File: config.mk
export PLATFORM = sky130hd
export DESIGN_NAME = pst_ram
export DESIGN_NICKNAME = d
export VERILOG_FILES = /design/src/design/prime_sieve_table_assert.svh /design/src/design/pst_ram.sv
export SDC_FILE = /design/constraint.sdc
export NUM_CORES = 1
export LEC_CHECK = 0
export BUFFER_PORTS_ARGS = -buffer_cell sky130_fd_sc_hd__buf_2
export CORE_AREA = 2 2 44 46
export CTS_CLUSTER_DIAMETER = 80
export CTS_CLUSTER_SIZE = 24
export DETAILED_ROUTE_END_ITERATION = 16
export DIE_AREA = 0 0 46 48
export PLACE_DENSITY_LB_ADDON = 0.1
export SLEW_MARGIN = 20
export SYNTH_ARGS = -nofsm -noshare
export SYNTH_HDL_FRONTEND = slang
export SYNTH_SLANG_ARGS = --single-unit
File: constraint.sdc
create_clock -name clk -period 1.3 [get_ports clk]
set_clock_uncertainty 0.1 [all_clocks]
set_input_delay 0.13 -clock clk [delete_from_list [all_inputs] [get_ports clk]]
set_output_delay 0.13 -clock clk [all_outputs]
set_load 0.05 [all_outputs]
File: src/design/prime_sieve_table_assert.svh
// ----------------------------------------------------------------------------
// prime_sieve_table_assert.svh
// Assertion macros shared by the prime sieve table design files
// ----------------------------------------------------------------------------
`ifndef PRIME_SIEVE_TABLE_ASSERT_SVH
`define PRIME_SIEVE_TABLE_ASSERT_SVH

`ifndef SYNTHESIS

// antecedent implies consequent in the same cycle
`define PST_ASSERT_IMP(lbl, clk_s, rst_s, ante, cons) \
    lbl: assert property (@(posedge clk_s) disable iff (!rst_s) (ante) |-> (cons)) \
        else $error("assertion failed");

// antecedent implies consequent in the next cycle
`define PST_ASSERT_NXT(lbl, clk_s, rst_s, ante, cons) \
    lbl: assert property (@(posedge clk_s) disable iff (!rst_s) (ante) |=> (cons)) \
        else $error("assertion failed");

`else

`define PST_ASSERT_IMP(lbl, clk_s, rst_s, ante, cons)
`define PST_ASSERT_NXT(lbl, clk_s, rst_s, ante, cons)

`endif

`endif

File: src/design/pst_ram.sv
// ----------------------------------------------------------------------------
// pst_ram
// Generic single-write, single-read RAM with registered read data
// ----------------------------------------------------------------------------
module pst_ram #(
    parameter int WIDTH = 1,
    parameter int DEPTH = 16
) (
    input  logic                     clk,
    input  logic                     we,
    input  logic [$clog2(DEPTH)-1:0] waddr,
    input  logic [WIDTH-1:0]         wdata,
    input  logic                     re,
    input  logic [$clog2(DEPTH)-1:0] raddr,
    output logic [WIDTH-1:0]         rdata
);

    logic [WIDTH-1:0] mem [DEPTH];
    logic [WIDTH-1:0] rdata_reg;

    // write port
    always_ff @(posedge clk)
    begin
        if (we)
        begin
            mem[waddr] <= wdata;
        end
    end

    // registered read port, holds when not enabled
    always_ff @(posedge clk)
    begin
        if (re)
        begin
            rdata_reg <= mem[raddr];
        end
    end

    assign rdata = rdata_reg;

endmodule

==> impl_metrics.json <==
{
  "synth.distinct_cells": 10,
  "p_leak_nw": 0.3105,
  "grt_antenna_before_repair": 0,
  "cts_tree": "built",
  "synthCells": 47,
  "syn_area_per_cell_um2": 16.08,
  "wl_um": 1283,
  "slew_viol_final": 0,
  "rsz0062_at_grt": "true",
  "drtIter0Drc": 13,
  "ios": 13,
  "slew_headroom_pct": 78.27,
  "fmax_mhz": 696.6,
  "first_global_vias": 447,
  "min_path_type": "in2reg",
  "viasPerCell": 5.560,
  "clkLatencyLatePin_ns": 0.28,
  "setup_violations": 1,
  "yosys_warnings": 0,
  "hold_violations": 0,
  "max-vdd-ir-drop_v": 0.0005603,
  "fin_cells": 84,
  "clock_path_buffers": 2,
  "hpwl_um": 1009,
  "diodes": 0,
  "powerDensity_mw_per_mm2": 1132,
  "syn_area_um2": 755.7,
  "rows": 15,
  "whs_ns": 0.05544,
  "io_buffers": 12,
  "grtUsageTotal_pct": 14.37,
  "tightestPinTransition_ns": 0.3234,
  "power.total_w": 0.0009972,
  "max_cap_violations": 0,
  "die_h_um": 48,
  "post-route-drc-count": 0,
  "cts_made_buffers": 3,
  "overflow": 0,
  "grt_max_degree": 17,
  "vias": 467,
  "cts_root_buf": "clkbuf_4",
  "violations": "negative setup slack",
  "drive_above_1_share_pct": 34.33,
  "final_area_um2": 880.8,
  "start_util_pct": 44.74,
  "final.setup.worst_slack_ns": -0.1356,
  "period_needed_ns": 1.436,
  "path_class": "reg2reg",
  "core_area_mm2": 0.001689,
  "gp_congestion": 0.7327,
  "die_w_um": 46,
  "ys_ff_latch": 17,
  "post-route-period-util_pct": 110.4,
  "start_kind": "register",
  "postRouteAntennaNets": 0,
  "syn_nets": 59,
  "largest_reg_flops": 16,
  "placed_area_um2": 844.6,
  "status": "complete, but fails checks",
  "fp.dieArea_mm2": 0.002208,
  "cp_max_fo": 1,
  "fillers": 153,
  "setup_tns_ns": -0.1356,
  "worstPathRequired_ns": 1.24,
  "cts.clk_slew.worst_paths_ns": 0.10,
  "drt_pass1_iterations": 4,
  "yosysSeqAreaShare_pct": 67.55,
  "cts_setup_buffers": 0,
  "endpoint_kind": "register",
  "clock-sinks": 17,
  "area_growth_pct": 16.56,
  "grt_pass1_wl_um": 2049,
  "nets": 80,
  "wl_per_cell_um": 15.27,
  "cts_htree_levels": 1,
  "placed_cells": 79,
  "arrival_ns": 1.38
}
==> worst max-delay path, stage by stage (launching register included) <==
cell	delay (ns)
edfxtp_1	0.37
mux4_2	0.47
mux2i_1	0.17
mux2i_1	0.09
==> Yosys cell counts <==
cell | instances | area (um^2)
nand3_1 | 1 | 5.000
nor3_1 | 4 | 20.02
or3b_2 | 1 | 8.760
nand2_1 | 1 | 3.750
nand2b_1 | 2 | 12.51
mux4_1 | 4 | 105.1
mux2i_1 | 3 | 30.03
nand3b_1 | 2 | 15.01
nor2_1 | 12 | 45.04
edfxtp_1 | 17 | 510.5
==> per-layer routing <==
| layer | global-route usage [%] | vias to the layer above | share of wire, % |
|---|---|---|---|
| li1 | - | 224 | - |
| met1 | 17.24 | 223 | 42 |
| met2 | 24.17 | 20 | 51 |
| met3 | 3.774 | 0 | 6.6 |
| met4 | 6.857 | 0 | 0 |
| met5 | 0 | - | 0 |
==> where the power goes <==
part	total [W]	switching, W	leakage [nW]	internal [W]
Sequential	0.000619	0.00000290	0.154	0.000617
Clock	0.000275	0.000156	0.0150	0.000119
Combinational	0.000103	0.0000561	0.141	0.0000470
Total	0.000997	0.000215	0.311	0.000783
==> final timing paths <==
kind                              end  depth (start not counted)  slack (ns)     start
worst min register to register  rdata                          3        0.73   mem[10]
worst max-delay path            rdata                          3       -0.14   mem[15]
worst min-delay path            rdata                          2        0.06  raddr[2]
worst max register to register  rdata                          3       -0.14   mem[15]
==> final cells by class <==
class	count	area, um^2	share of cell area, %
clock buffers	4	26.28	2.983
well taps	17	21.27	2.415
flip-flops and latches	17	510.5	57.95
multi-input cells	30	230.2	26.14
repair buffers	16	92.59	10.51
==> cells by family (layout without fill, tap and decap cells) <==
group | after synthesis | in the layout | share of synthesized area, %
buf+inv | 0 | 20 | 0
flops | 17 | 17 | 67.55
mux | 7 | 7 | 17.88
simple gates | 23 | 23 | 14.57
==> through the flow <==
stage	util (%)	worst slack, ns
finish	52.15	-0.1356
global route	52.15	-0.2604
CTS	52.15	-0.1499
detailed placement	50.00	-0.1483
global placement	50.00	-0.1406
floorplan	-	-0.04330
==> timing repair <==
item	CTS	global route
gates resized for setup	0	0
endpoints found under the hold margin	1	0
endpoints found under the setup margin	1	1
hold buffers	1	0
cloned	0	0
==> layout by cell type (no fill, tap or decap), types with 2 or more instances in the layout <==
master    netlist  routed
edfxtp_1       17      17
nand2b_1        2       2
nand3b_1        2       2
buf_4           0       3
nor3_1          4       4
buf_2           0      12
mux2i_1         3       3
clkbuf_4        0       3
mux4_2          0       4
nor2_1         12      12
No activity file was read; power rests on OpenSTA's default activity.
