**config.mk**
```make
export PLATFORM = sky130hd
export DESIGN_NAME = pst_sieve
export DESIGN_NICKNAME = d
export VERILOG_FILES = /design/src/design/pst_pkg.sv /design/src/design/pst_sieve.sv
export VERILOG_INCLUDE_DIRS = /design/src /design/src/design
export SDC_FILE = /design/constraint.sdc
export NUM_CORES = 1
export LEC_CHECK = 0
export BUFFER_PORTS_ARGS = -buffer_cell sky130_fd_sc_hd__buf_4
export CORE_UTILIZATION = 35
export CTS_CLUSTER_SIZE = 14
export DETAILED_ROUTE_END_ITERATION = 10
export GPL_ROUTABILITY_DRIVEN = 0
export PLACE_DENSITY = 0.61
export SYNTH_ARGS = -nofsm -noshare
export SYNTH_HDL_FRONTEND = slang
export SYNTH_SLANG_ARGS = --single-unit
```
**constraint.sdc**
```tcl
create_clock -name clk -period 4.46 [get_ports clk]
set_input_delay 1.338 -clock clk [delete_from_list [all_inputs] [get_ports clk]]
set_output_delay 1.338 -clock clk [all_outputs]
set_load 0.05 [all_outputs]
```
**src/design/prime_sieve_table_assert.svh**
```systemverilog
// ----------------------------------------------------------------------------
// prime_sieve_table_assert.svh
// Assertion macros shared by the prime sieve table design files
// ----------------------------------------------------------------------------
`ifndef PRIME_SIEVE_TABLE_ASSERT_SVH
`define PRIME_SIEVE_TABLE_ASSERT_SVH

`ifndef SYNTHESIS

// antecedent implies consequent in the same cycle
`define PST_ASSERT_IMP(lbl, clk_s, rst_s, ante, cons) \
    lbl: assert property (@(posedge clk_s) disable iff (!rst_s) (ante) |-> (cons)) \
        else $error("assertion failed");

// antecedent implies consequent in the next cycle
`define PST_ASSERT_NXT(lbl, clk_s, rst_s, ante, cons) \
    lbl: assert property (@(posedge clk_s) disable iff (!rst_s) (ante) |=> (cons)) \
        else $error("assertion failed");

`else

`define PST_ASSERT_IMP(lbl, clk_s, rst_s, ante, cons)
`define PST_ASSERT_NXT(lbl, clk_s, rst_s, ante, cons)

`endif

`endif

```
**src/design/pst_pkg.sv**
```systemverilog
// ----------------------------------------------------------------------------
// pst_pkg
// Shared constants and types for the prime sieve table
// ----------------------------------------------------------------------------
package pst_pkg;

    // default table size in numbers
    localparam int MAX_NUMBERS_DEFAULT = 65536;

    // field widths
    localparam int LIMIT_W = 17;
    localparam int QUERY_W = 16;

    // limit register value after reset
    localparam int LIMIT_RESET = 65536;

    // action codes
    localparam logic ACT_BUILD = 1'b0;
    localparam logic ACT_QUERY = 1'b1;

    // status of the sieve engine as seen by the top level
    typedef struct packed {
        logic busy;
        logic finished;
    } pst_stat_t;

endpackage

```
**src/design/pst_sieve.sv**
```systemverilog
// ----------------------------------------------------------------------------
// pst_sieve
// Build sequencer: clears the table, then runs the sieve over the RAM
// ----------------------------------------------------------------------------
`include "prime_sieve_table_assert.svh"

module pst_sieve #(
    parameter int MAX_NUMBERS = pst_pkg::MAX_NUMBERS_DEFAULT
) (
    input  logic                           clk,
    input  logic                           rst_n,
    input  logic                           start,
    input  logic                           ack,
    input  logic [$clog2(MAX_NUMBERS):0]   elim,
    output pst_pkg::pst_stat_t             stat,
    output logic                           ram_we,
    output logic [$clog2(MAX_NUMBERS)-1:0] ram_waddr,
    output logic                           ram_wdata,
    output logic                           ram_re,
    output logic [$clog2(MAX_NUMBERS)-1:0] ram_raddr,
    input  logic                           ram_rdata
);
    import pst_pkg::*;

    localparam int AW = $clog2(MAX_NUMBERS);
    localparam int EW = AW + 1;
    localparam int IW = (AW + 1) / 2 + 1;
    localparam int SW = AW + 2;

    localparam logic [2:0] S_IDLE  = 3'd0;
    localparam logic [2:0] S_CLEAR = 3'd1;
    localparam logic [2:0] S_SEL   = 3'd2;
    localparam logic [2:0] S_CHECK = 3'd3;
    localparam logic [2:0] S_MARK  = 3'd4;
    localparam logic [2:0] S_FIN   = 3'd5;

    logic [2:0]    state_reg, state_next;
    logic [EW-1:0] cnt_reg, cnt_next;
    logic [IW-1:0] i_reg, i_next;
    logic [SW-1:0] sq_reg, sq_next;
    logic [SW-1:0] j_reg, j_next;
    logic [SW-1:0] sq_step;
    logic [SW-1:0] elim_ext;

    assign elim_ext = SW'(elim);

    // (i+1)^2 = i^2 + 2i + 1
    assign sq_step = sq_reg + (SW'(i_reg) << 1) + SW'(1);

    // sequencer
    always_comb
    begin
        state_next = state_reg;
        cnt_next   = cnt_reg;
        i_next     = i_reg;
        sq_next    = sq_reg;
        j_next     = j_reg;
        ram_we     = 1'b0;
        ram_waddr  = cnt_reg[AW-1:0];
        ram_wdata  = 1'b0;
        ram_re     = 1'b0;
        ram_raddr  = AW'(i_reg);
        case (state_reg)
            S_IDLE:
            begin
                if (start)
                begin
                    cnt_next   = '0;
                    state_next = S_CLEAR;
                end
            end
            S_CLEAR:
            begin
                if (cnt_reg < elim)
                begin
                    // zero and one are marked not prime, the rest start unmarked
                    ram_we    = 1'b1;
                    ram_waddr = cnt_reg[AW-1:0];
                    ram_wdata = (cnt_reg < EW'(2));
                    cnt_next  = cnt_reg + EW'(1);
                end
                else
                begin
                    i_next     = IW'(2);
                    sq_next    = SW'(4);
                    state_next = S_SEL;
                end
            end
            S_SEL:
            begin
                if (sq_reg < elim_ext)
                begin
                    ram_re     = 1'b1;
                    state_next = S_CHECK;
                end
                else
                begin
                    state_next = S_FIN;
                end
            end
            S_CHECK:
            begin
                if (ram_rdata)
                begin
                    i_next     = i_reg + IW'(1);
                    sq_next    = sq_step;
                    state_next = S_SEL;
                end
                else
                begin
                    j_next     = sq_reg;
                    state_next = S_MARK;
                end
            end
            S_MARK:
            begin
                if (j_reg < elim_ext)
                begin
                    ram_we    = 1'b1;
                    ram_waddr = j_reg[AW-1:0];
                    ram_wdata = 1'b1;
                    j_next    = j_reg + SW'(i_reg);
                end
                else
                begin
                    i_next     = i_reg + IW'(1);
                    sq_next    = sq_step;
                    state_next = S_SEL;
                end
            end
            S_FIN:
            begin
                if (ack)
                begin
                    state_next = S_IDLE;
                end
            end
            default:
            begin
                state_next = S_IDLE;
            end
        endcase
    end

    // state register
    always_ff @(posedge clk or negedge rst_n)
    begin
        if (!rst_n)
        begin
            state_reg <= S_IDLE;
        end
        else
        begin
            state_reg <= state_next;
        end
    end

    // counters and walk pointers
    always_ff @(posedge clk)
    begin
        cnt_reg <= cnt_next;
        i_reg   <= i_next;
        sq_reg  <= sq_next;
        j_reg   <= j_next;
    end

    assign stat.busy     = (state_reg != S_IDLE);
    assign stat.finished = (state_reg == S_FIN);

    `PST_ASSERT_IMP(a_mark_below_limit, clk, rst_n,
        state_reg == S_MARK && ram_we, j_reg < elim_ext)
    `PST_ASSERT_NXT(a_read_then_check, clk, rst_n,
        state_reg == S_SEL && ram_re, state_reg == S_CHECK)
    `PST_ASSERT_IMP(a_base_at_least_two, clk, rst_n,
        state_reg == S_CHECK || state_reg == S_MARK, i_reg >= IW'(2))

endmodule

```
==> results.txt, run 1 <==
The run finished, with violations left. The final reports fail on design-rule violations, negative setup slack. The height of the die is 126 um, and the number of maximum-capacitance constraint violations is 0. In the final routed layout, each cell accounts on average for 16.2 um. The number of global-route vias before repair is 4,479, and the worst path arrival time is 3420 ps. The average instance area after synthesis was 9.74 um2. The DRC marker count from the first detailed-route iteration is 264, and the detailed-route DRC error count is 2. The number of stages on the worst setup path was 11; the all-layer global routing usage was 17.5%.

The placed instances occupy a cell area of 0.00623 mm2. Together, buffers and inverters on the worst path number 4. The die is 126 um wide.

The number of antenna diodes in the final layout is 0. The slew of the pin with the lowest slew margin works out to 810 ps. The capturing element of the worst setup path was ram_waddr[2]. Gate family responsible for the most delay along the worst path: compound AO/OA/AOI/OAI gates. The worst pin sits at a relative slew slack of 46.0%. For the clock network latency to the later pin of the worst-skew pair, the log shows 340 ps. Counting flops and latches in the post-synthesis netlist gives 65. The clock slew at the register clock pins of the worst setup and hold paths was 60 ps. The share of flip-flops with an asynchronous set or reset after synthesis is 4.62%, and the number of antenna-violating nets in the routed design is 0. The count of final hold-check violations is 0, and the total iterations of the first detailed-routing run is 8.

For the total number of clock tree sinks, the log shows 65. Entering global routing, the biggest net connects 34 pins. Summed over all failing endpoints, the final setup total negative slack is -4920 ps. For the largest clock skew in the final design, the log shows 7.99 ps.

For the initial core utilization, the log shows 35.7%. The tools report the sort of element at the start of the critical path as a primary input. For this run, the top clock speed supported by timing is 0.210 GHz. The tools report the static leakage power as 2.90 nW. The worst setup path is of the in -> out kind. Counting stages on the worst path, the most repeated cell is a21o_1.

Clock tree synthesis selected as its root buffer the cell clkbuf_16. Worst setup path startpoint: elim[11]. The number of synthesis warnings came out at 0. The final standard cell count with taps included and fillers excluded came out at 834. Counting cells, the worst reg-to-reg path comes to 11.

The run gives 0 as the count of hold-fix buffers inserted at cts. Setup repair after global routing could not meet its margin everywhere. In this run the worst hold path is classified as reg -> reg. The final layout contains 733 nets. In the synthesized netlist the dominant register cell turns out to be edfxtp_1. The setup check on the worst reg-to-reg path leaves a slack of 1580 ps. The endpoint identified for the worst register-to-register timing path is sq_reg[17]. The tools report the reg-to-reg startpoint as j_reg[13]. The design draws 0.00532 W. The part of the Yosys area used for sequential elements was 35.8%.

Buffers placed on the I/O ports in this run total 51. In this run, distinct cell masters in the synthesized netlist total 58. The max-slew violation count was 0; the synthesis-to-finish area growth was 25.0%. The tools report the total number of vias as 4,461. The signal on the critical path passes through buf_8 -> inv_6 -> ha_4 -> a21o_1 -> a21o_1 -> a221o_1 -> a311oi_2 -> o21ai_2 -> buf_12 -> mux2_4 -> buf_6. The area of the die was 0.0159 mm2. TritonCTS built the clock tree. On the critical path, the stage with the largest delay is an instance of a221o_1. After synthesis the cells add up to 0.00541 mm2.

The synthesized instance count is 555. The worst setup path is captured at an output port. The wire length after detailed routing was 13,500 um; the number of enable-type register cells in the synthesized netlist was 62. The minimum period implied by the final worst setup slack is 4760 ps. Detailed placement ended at an HPWL of 10,400 um. Of the cells placed in the final design, the portion with a size suffix greater than 1 is 23.1%. The average via count per standard cell was 5.35. The run gives 815 as the cell count after placement. The worst setup margin is -297 ps, and the delay of the slowest critical-path stage is 320 ps. Summing all non-filler instances in the final layout gives an area of 0.00676 mm2. The number of antenna violations at the first check in global routing is 0, and the first-pass GRT wire length is 21,800 um. In this run the core area contains 45 standard-cell rows. 59 I/O pins were placed. The worst-case IR drop observed on VDD is 0.261 mV. CTS built an H-tree with a depth of 3. The number of failing setup endpoints in the final timing report was 19; the remaining global-route overflow was 0. In this run, CTS created clock tree buffers numbering 9. The longest clock path from root to sink contains 2 buffers. Area of the core region: 0.0151 mm2. Share of the clock period used by the worst path: 107%. In this run the power density over the cells is 787 mW/mm2. Of all nets on the critical path, the largest fanout is 14. The worst hold path was traced through 2 stages. For the worst setup path, the data required time is 3120 ps.
==> metrics by stage <==
| step | hold slack (ps) | utilization [%] | worst slack, ps |
|---|---|---|---|
| final | 637 | 44.6 | -297 |
| after global routing | 666 | 44.6 | -337 |
| after CTS | 639 | 44.1 | -296 |
| after detailed placement | 623 | 41.1 | -517 |
| after global placement | 616 | 41.1 | -509 |
| after floorplan | 554 | - | 0.153 |
==> worst reg2reg max path, stage by stage, from the launching register on <==
cell and delay (ps):
edfxtp_1 540, ha_4 340, nand4_1 110, buf_4 160, buf_4 120, a21oi_1 140, a311oi_2 90, o21ai_2 250
buf_6 170, buf_4 130, and3_1 160, buf_4 330
==> worst min-delay path by stage <==
| stage | endpoint | slack, ps | startpoint |
|---|---|---|---|
| 2_1_floorplan | j_reg[2] | 550 | sq_reg[2] |
| 3_3_place_gp | j_reg[8] | 620 | sq_reg[8] |
| 3_5_place_dp | j_reg[3] | 620 | sq_reg[3] |
| 4_1_cts | j_reg[3] | 640 | sq_reg[3] |
| 5_1_grt | j_reg[3] | 670 | sq_reg[3] |
| 6_report | j_reg[3] | 640 | sq_reg[3] |
==> power breakdown <==
part	total, W	internal (W)	switching [W]
sequential	0.00154	0.00110	0.000441
clock	0.000706	0.000432	0.000274
combinational	0.00307	0.00128	0.00179
total	0.00532	0.00281	0.00250
==> cells by family (layout without fill, tap and decap cells) <==
kind of cell               Yosys count  in the layout  synth area share, %
AOI/OAI and AO/OA                  132            132                 15.9
xor gates and xnor gates            43             43                 6.97
adders and majority gates           70             70                 16.5
buffers and inverters               45            130                 4.03
DFF                                 65             65                 35.8
muxes                               19             19                 4.86
other                                1              7               0.0694
and+or+nand+nor                    180            180                 15.9
==> final cells by class <==
cell class / instances / area [um2]
fillers: 1434 / 8390
multi-input cells: 451 / 3410
flip-flops and latches: 65 / 1940
repair buffers: 90 / 786
well taps: 188 / 235
clock buffers: 11 / 233
inverters: 24 / 97.6
clock inverters: 5 / 56.3
==> cell usage after synthesis, types with 2 or more instances <==
cell type,instances,area [um2]
ha_1,68,851
edfxtp_1,62,1860
nor2_1,53,199
nand2_1,51,191
o21ai_0,42,210
a21oi_1,28,140
inv_1,24,90.1
xor2_1,23,201
xnor2_1,20,175
nand3_1,19,95.1
a21o_1,16,120
mux2_4,14,210
and3_1,12,75.1
clkbuf_1,11,41.3
nand2b_1,11,68.8
nand4_1,9,56.3
buf_4,7,52.6
o21a_1,6,45.0
a211oi_1,5,37.5
o21ai_1,5,25.0
or3_1,5,31.3
nand3b_1,4,30.0
nor4_1,4,25.0
o211ai_1,4,30.0
a2111oi_0,3,26.3
buf_6,3,33.8
dfrtp_1,3,75.1
mux2i_1,3,30.0
nor2b_1,3,18.8
a211o_1,2,17.5
a221oi_1,2,17.5
a31oi_1,2,12.5
fa_1,2,40.0
mux2_2,2,22.5
nand4b_1,2,17.5
o2111ai_1,2,17.5
o21bai_1,2,15.0
==> cells in the final DEF, fill, tap and decap left out, drive strengths merged, types with 4 or more instances in the layout <==
| master | instances |
|---|---|
| xor2 | 23 |
| nand3b | 4 |
| clkbuf | 11 |
| nand3 | 19 |
| buf | 90 |
| conb | 7 |
| nand2b | 11 |
| o211ai | 4 |
| edfxtp | 62 |
| or3 | 5 |
| a21o | 16 |
| and3 | 12 |
| ha | 68 |
| nand2 | 51 |
| xnor2 | 20 |
| a211oi | 5 |
| o21a | 6 |
| a2111oi | 5 |
| mux2 | 16 |
| nor2 | 53 |
| a21oi | 28 |
| nand4 | 9 |
| inv | 24 |
| o21ai | 48 |
| nor4 | 4 |
==> metal layers <==
metal / global-route usage [%] / vias up / wire, um / part of all wire, %
li1: - / 2210 / - / -
met1: 21.9 / 2139 / 6180 / 46
met2: 30.1 / 94 / 6580 / 49
met3: 3.23 / 18 / 449 / 3.3
met4: 6.17 / 0 / 296 / 2.2
met5: 0 / - / 0 / 0
==> timing repair <==
item,in CTS,in global routing
pin swaps,6,2
buffers inserted,2,1
endpoints found under the setup margin,19,19
resized for setup,42,12
No activity file was read; power rests on OpenSTA's default activity.
==> run 2: changes to the inputs <==
--- a/config.mk
+++ b/config.mk
@@ -7,11 +7,11 @@
 export NUM_CORES = 1
 export LEC_CHECK = 0
 export BUFFER_PORTS_ARGS = -buffer_cell sky130_fd_sc_hd__buf_4
-export CORE_UTILIZATION = 35
+export CORE_UTILIZATION = 50
 export CTS_CLUSTER_SIZE = 14
 export DETAILED_ROUTE_END_ITERATION = 10
 export GPL_ROUTABILITY_DRIVEN = 0
-export PLACE_DENSITY = 0.61
+export PLACE_DENSITY = 0.72
 export SYNTH_ARGS = -nofsm -noshare
 export SYNTH_HDL_FRONTEND = slang
 export SYNTH_SLANG_ARGS = --single-unit
==> run 2 against run 1 <==
Net effect:
- cell count shrank 6.2%
- largest cell class unchanged
- clock power decreased by 39%
- register-to-register slack lost 190 ps
- clock-buffer cell count unchanged
- utilization is 20 points higher
- worst setup slack gained 72 ps
- the flow finishes with violations (negative setup slack)
- global-route usage is 7.7 points higher
==> results.txt, run 2 (synthesized netlist as in run 1, its figures left out) <==
The synthesis-to-finish area growth was 24.0%; the highest ir drop seen on vdd was 0.496 mV. The final reports fail on negative setup slack. The floorplan step defined a die boundary enclosing 0.0112 mm2.

The leading cell type in the layout, fill and taps excluded was buf_4. The clock passes through at most 2 buffers. Number of failing setup endpoints in the final timing report: 19. Entering global routing, the biggest net connects 34 pins.

The share of the clock period used by the worst path is 105%. The floorplan has 37 rows. The critical path goes through buf_8 -> inv_6 -> ha_4 -> a21o_1 -> a21o_1 -> a221o_1 -> a311oi_2 -> o21ai_4 -> clkbuf_16 -> mux2_4 -> buf_6. The worst setup path is captured at an output port.

The count of hold-fix buffers inserted at cts is 0, and the worst path arrival time is 3350 ps. Clock tree synthesis found a total of 65 sinks. In this design, the stage delay of the slowest critical-path cell is 300 ps.

The logs give 13,500 um for the wire length after detailed routing and 0 for the number of antenna-violating nets in the routed design. In the layout the commonest cells are buf_4, edfxtp_1, ha_1. After detailed routing, the average wire length per cell comes to 17.2 um. Data on the critical path is required at its endpoint by 3120 ps.

In this run the static leakage power is 2.86 nW. Clock-pin slew was measured on the worst setup and hold paths at 70 ps. The number of I/O port buffers works out to 51.

Worst setup slack before clock tree synthesis: -418 ps. The H-tree was split into 3 levels. The flow ran to the end, but the final reports show violations. TritonCTS built the clock tree. The worst register-to-register path has a setup slack of 1390 ps.

The finished layout holds 782 standard cells, fillers aside. The number of antenna violations at the first check in global routing came out at 0. For this design the ratio of total power to cell area is 759 mW/mm2. In this run the standard cell core region covers 0.0104 mm2.

For the power after layout, the log shows 0.00509 W. Based on the critical path, the design can be clocked at up to 0.213 GHz. The tools report the count of final hold-check violations as 0. The number of clock buffers added by TritonCTS is 9.

Headroom to the max-slew limit came out at 45.5%. The kind of path behind the tightest hold check was reg -> reg. Across the run, the number of max-cap violations was 0. The average via count per standard cell came out at 5.81. The layout has 831 filler cells. Remaining global-route overflow: 0. Hold timing on the final database bottoms out at a slack of 647 ps. The tools report the number of global-route vias before repair as 4,549.

The gate family responsible for the most delay along the worst path was compound AO/OA/AOI/OAI gates. After the first detailed-routing iteration, the DRC count stood at 255. Global routing used 25.2% of the available tracks. 0 antenna diodes ended up in the layout. The most common cell type on the critical path is a21o_1.

For the final HPWL from detailed placement, the log shows 10,000 um. Overall die width: 106 um. The type of the worst setup path was in -> out. The minimum period implied by the final worst setup slack came out at 4690 ps. The max-slew violation count is 0.

The worst setup margin was -225 ps. Setup repair after global routing could not meet its margin everywhere. Together, buffers and inverters on the worst path number 4. The final layout contains 734 nets. In this run the count of I/O pins placed on the die edge is 59.

The logs give 5 for the total iterations of the first detailed-routing run and 22,000 um for the first-pass GRT wire length. Slowest cell on the critical path: a221o_1. The clock network latency to the later pin of the worst-skew pair came out at 360 ps. The slew of the pin with the lowest slew margin was 818 ps; the height of the die was 106 um.

The cell sitting at the root of the clock tree is a clkbuf_8. The run gives 0 as the detailed-route DRC error count. The tools report the sort of element at the start of the critical path as a primary input. For this configuration, the core starts out at a cell density of 51.9%. The total number of vias was 4,542; the fraction of layout cells with a size suffix above 1 was 24.8%.

Of all nets on the critical path, the largest fanout is 6. On the final layout, the worst clock skew is 11.1 ps. After detailed placement, the design holds a cell count of 761.
[run 2: cell types whose count changed in the layout (fill, tap and decap cells not counted), moves of 3 or more]
cell / before / now
buf_4: 67 / 64
clkbuf_16: 9 / 1
clkbuf_8: 0 / 9
ha_1: 62 / 56
ha_4: 6 / 11
inv_1: 15 / 12
inv_4: 1 / 5
[run 2: repair_timing]
action,in CTS,in global routing
gates resized for setup,49,32
endpoints found under the setup margin,19,19
gates cloned,1,0
buffers inserted,2,3
pin swaps,11,12
[run 2: layer usage]
layer	wire length, um	GRT usage (%)	vias up
met2	6460	41.8	143
li1	-	-	2211
met5	0	0	-
met1	6030	32.4	2167
met4	289	10.5	0
met3	679	4.41	21
[run 2: cell type report]
cell class | count | area, um2 | area share [%]
clock buffer | 11 | 131 | 1.96
tap | 136 | 170 | 2.54
timing repair buffer | 91 | 830 | 12.4
inverter | 24 | 108 | 1.60
multi-input combinational | 451 | 3510 | 52.3
sequential | 65 | 1940 | 28.9
clock inverter | 4 | 21.3 | 0.317
[run 2: power breakdown]
group	leakage (nW)	total [W]	internal [W]	switching (W)
registers	0.631	0.00154	0.00110	0.000435
logic	2.15	0.00312	0.00131	0.00181
clock network	0.0766	0.000431	0.000195	0.000236
[run 2: worst paths after layout]
kind,startpoint,endpoint,depth (start not counted)
worst max-delay path,elim[11],ram_waddr[11],11
worst min-delay path,sq_reg[8],j_reg[8],2
worst max register to register,j_reg[11],sq_reg[5],12
worst min register to register,sq_reg[8],j_reg[8],2
max in group asynchronous,rst_n,state_reg[2],1
min in group asynchronous,rst_n,state_reg[0],1
[run 2: worst register-to-register path, stage by stage, from the launching register on]
cell and delay, ps:
edfxtp_1 510, ha_4 290, a21o_1 150, a21o_1 150
a221o_1 300, a311oi_2 270, o21ai_4 140, clkbuf_16 200
buf_6 120, buf_4 120, buf_4 140, and3_1 150
buf_4 240
[run 2: through the flow]
stage / setup TNS [ps] / instance area, um2 / util, %
floorplan: 0 / 5460 / -
global placement: -5030 / 6150 / 59.1
detailed placement: -5540 / 6150 / 59.1
CTS: -4190 / 6550 / 62.9
global route: -4670 / 6710 / 64.4
finish: -3690 / 6710 / 64.4
==> run 3: changes to the inputs <==
--- a/config.mk
+++ b/config.mk
@@ -11,6 +11,7 @@
 export CTS_CLUSTER_SIZE = 14
 export DETAILED_ROUTE_END_ITERATION = 10
 export GPL_ROUTABILITY_DRIVEN = 0
+export MAX_ROUTING_LAYER = met4
 export PLACE_DENSITY = 0.72
 export SYNTH_ARGS = -nofsm -noshare
 export SYNTH_HDL_FRONTEND = slang
==> run 3 against run 2 <==
Net effect:
- the run still ends with negative setup slack left
- worst setup slack about the same
- fmax about the same
- routed wire length up 0.18%
- clock skew about the same
- critical endpoint unchanged
- largest power group unchanged
==> results.txt, run 3 (synthesized netlist as in run 1, its figures left out) <==
For the number of maximum-capacitance constraint violations, the log shows 0. Counting cells, the worst reg-to-reg path comes to 12. Setup repair after global routing could not meet its margin everywhere. The run gives 0 as the count of final hold-check violations. The fraction of layout cells with a size suffix above 1 works out to 24.8%. The worst setup path is captured at an output port. The instance count along the most critical hold path came out at 2. Most common cell type on the critical path: a21o_1.

The number of fill cells in the layout came out at 831. The slew of the pin with the lowest slew margin works out to 833 ps. The height of the die is 106 um, and the DRC marker count from the first detailed-route iteration is 248.

STA classifies the critical path startpoint as a primary input. The tools report the area of the die as 0.0112 mm2. The slowest cell on the critical path was a221o_1.

The checks that failed: negative setup slack. The worst register-to-register path ends at sq_reg[5]. The average via count per standard cell is 5.82, and the worst path arrival time is 3350 ps. For this run, the slowest stage of the critical path takes 300 ps. The areal power density over the cells is 760 mW/mm2, and the final-stage net count is 734. Total iterations of the first detailed-routing run: 5.

For flop-to-flop paths, the worst setup slack is 1390 ps. The number of antenna violations at the first check in global routing is 0. Once the floorplan was initialized, standard cells occupied 51.9% of the core. Across every metal layer, demand over resource in global routing totals 25.9%. The analysis attributes to cell leakage a power of 2.86 nW. Clock-pin slew was measured on the worst setup and hold paths at 70 ps. Clock latency on the worst-skew pair, taken at its later pin, is 360 ps.

For the buffer levels on the longest clock path, the log shows 2. The worst hold path terminates at j_reg[8]. The hold path startpoint was sq_reg[8]. The root buffer cell chosen for the clock tree is clkbuf_8. Wires add up to 13,500 um. The run gives 0 as the remaining global-route overflow. The top cell types in the final layout, fill and taps aside, are buf_4, edfxtp_1, ha_1. For the first-pass GRT wire length, the log shows 22,000 um. From left edge to right edge, the die measures 106 um. Worst setup margin: -225 ps. The routed layout has 4,552 vias. In the final routed layout, each cell accounts on average for 17.2 um.

Timing analysis after detailed placement gives a worst setup slack of -418 ps. The number of clock buffers inserted by TritonCTS is 9. The critical path in this run is classified as in -> out. Entering global routing, the biggest net connects 34 pins. The worst pin sits at a relative slew slack of 44.4%. Final HPWL from detailed placement: 10,000 um. Based on the critical path, the design can be clocked at up to 0.213 GHz. Input and output buffers added on the ports amount to 51. STA puts the critical path data required time at 3120 ps.

In this run the critical register-to-register path is launched from j_reg[11]. The count of cells in the finished layout, fillers not included, comes to 782. Maximum fanout encountered on the critical timing path: 6. The I/O pin count came out at 59.

The minimum period implied by the final worst setup slack is 4690 ps, and the synthesis-to-finish area growth is 24.0%. The leading cell type in the layout, fill and taps excluded was buf_4. TritonCTS built the clock tree. Counting tap cells, the placed design contains a total of 761 instances. Setup violations remaining at the end of the flow were counted as 19.

Across the VDD grid, the largest voltage drop is 0.497 mV. The run finished, with violations left. The tools report the number of rows created at floorplan as 37. The number of global-route vias before repair is 4,547, and the number of antenna diodes is 0.

The worst path uses 105% of the clock period. Area of the core region: 0.0104 mm2. The path class of the tightest hold or removal check is reg -> reg. The detail route stage leaves a number of antenna-violating nets equal to 0. The max-slew violation count is 0, and the count of H-tree levels built during CTS is 3. The signal on the critical path passes through buf_8 -> inv_6 -> ha_4 -> a21o_1 -> a21o_1 -> a221o_1 -> a311oi_2 -> o21ai_4 -> clkbuf_16 -> mux2_4 -> buf_6. The logs give 11.3 ps for the largest clock skew in the final design and 0 for the detailed-route DRC error count. Total number of clock tree sinks: 65.
[run 3: cell counts in the layout (fill, tap and decap cells not counted)]
No cell type changed its count.
[run 3: timing repair]
action,CTS,global route
hold buffers,0,0
endpoints found under the hold margin,0,0
endpoints found under the setup margin,19,19
resized for setup,49,32
setup buffers,2,3
pin swaps,11,12
gates cloned,1,0
[run 3: worst max-delay path by stage]
stage / to / slack (ps) / cells after the start / start
6_report: ram_waddr[11] / -230 / 11 / elim[11]
3_3_place_gp: ram_re / -420 / 10 / elim[6]
4_1_cts: ram_waddr[9] / -260 / 11 / elim[11]
2_1_floorplan: ram_waddr[10] / 0.2 / 9 / elim[12]
3_5_place_dp: ram_re / -420 / 10 / elim[6]
5_1_grt: ram_waddr[11] / -270 / 11 / elim[11]
[run 3: power breakdown]
part	switching, W	internal (W)	total (W)
sequential	0.000435	0.00110	0.00154
combinational	0.00181	0.00131	0.00313
clock	0.000238	0.000195	0.000433
[run 3: final cells by class]
type	instances	area, um2	area share (%)
Multi-Input combinational cell	451	3510	52.3
Sequential cell	65	1940	28.9
Timing Repair Buffer	91	830	12.4
Tap cell	136	170	2.54
Clock buffer	11	131	1.96
Inverter	24	108	1.60
Clock inverter	4	21.3	0.317
[run 3: metrics by stage]
stage	hold slack [ps]	area, um2	power [W]	setup TNS [ps]	util [%]
floorplan	554	5460	0.00360	0	-
global placement	609	6150	0.00430	-5030	59.1
detailed placement	618	6150	0.00442	-5540	59.1
CTS	633	6550	0.00500	-4190	62.9
global route	696	6710	0.00546	-4670	64.4
finish	648	6710	0.00510	-3690	64.4
[run 3: layer usage]
metal	part of all wire, %	GRT usage, %	vias to the layer above
met5	0	-	-
met4	2.5	10.5	0
met2	47	41.8	140
met1	46	32.4	2167
li1	-	-	2215
met3	4.4	4.41	30
[run 3: critical path, delay by kind of cell]
kind / cells / cell delay, ps
mux: 1 / 300
compound gates: 5 / 1010
fa+ha+maj: 1 / 190
buf+inv: 4 / 500
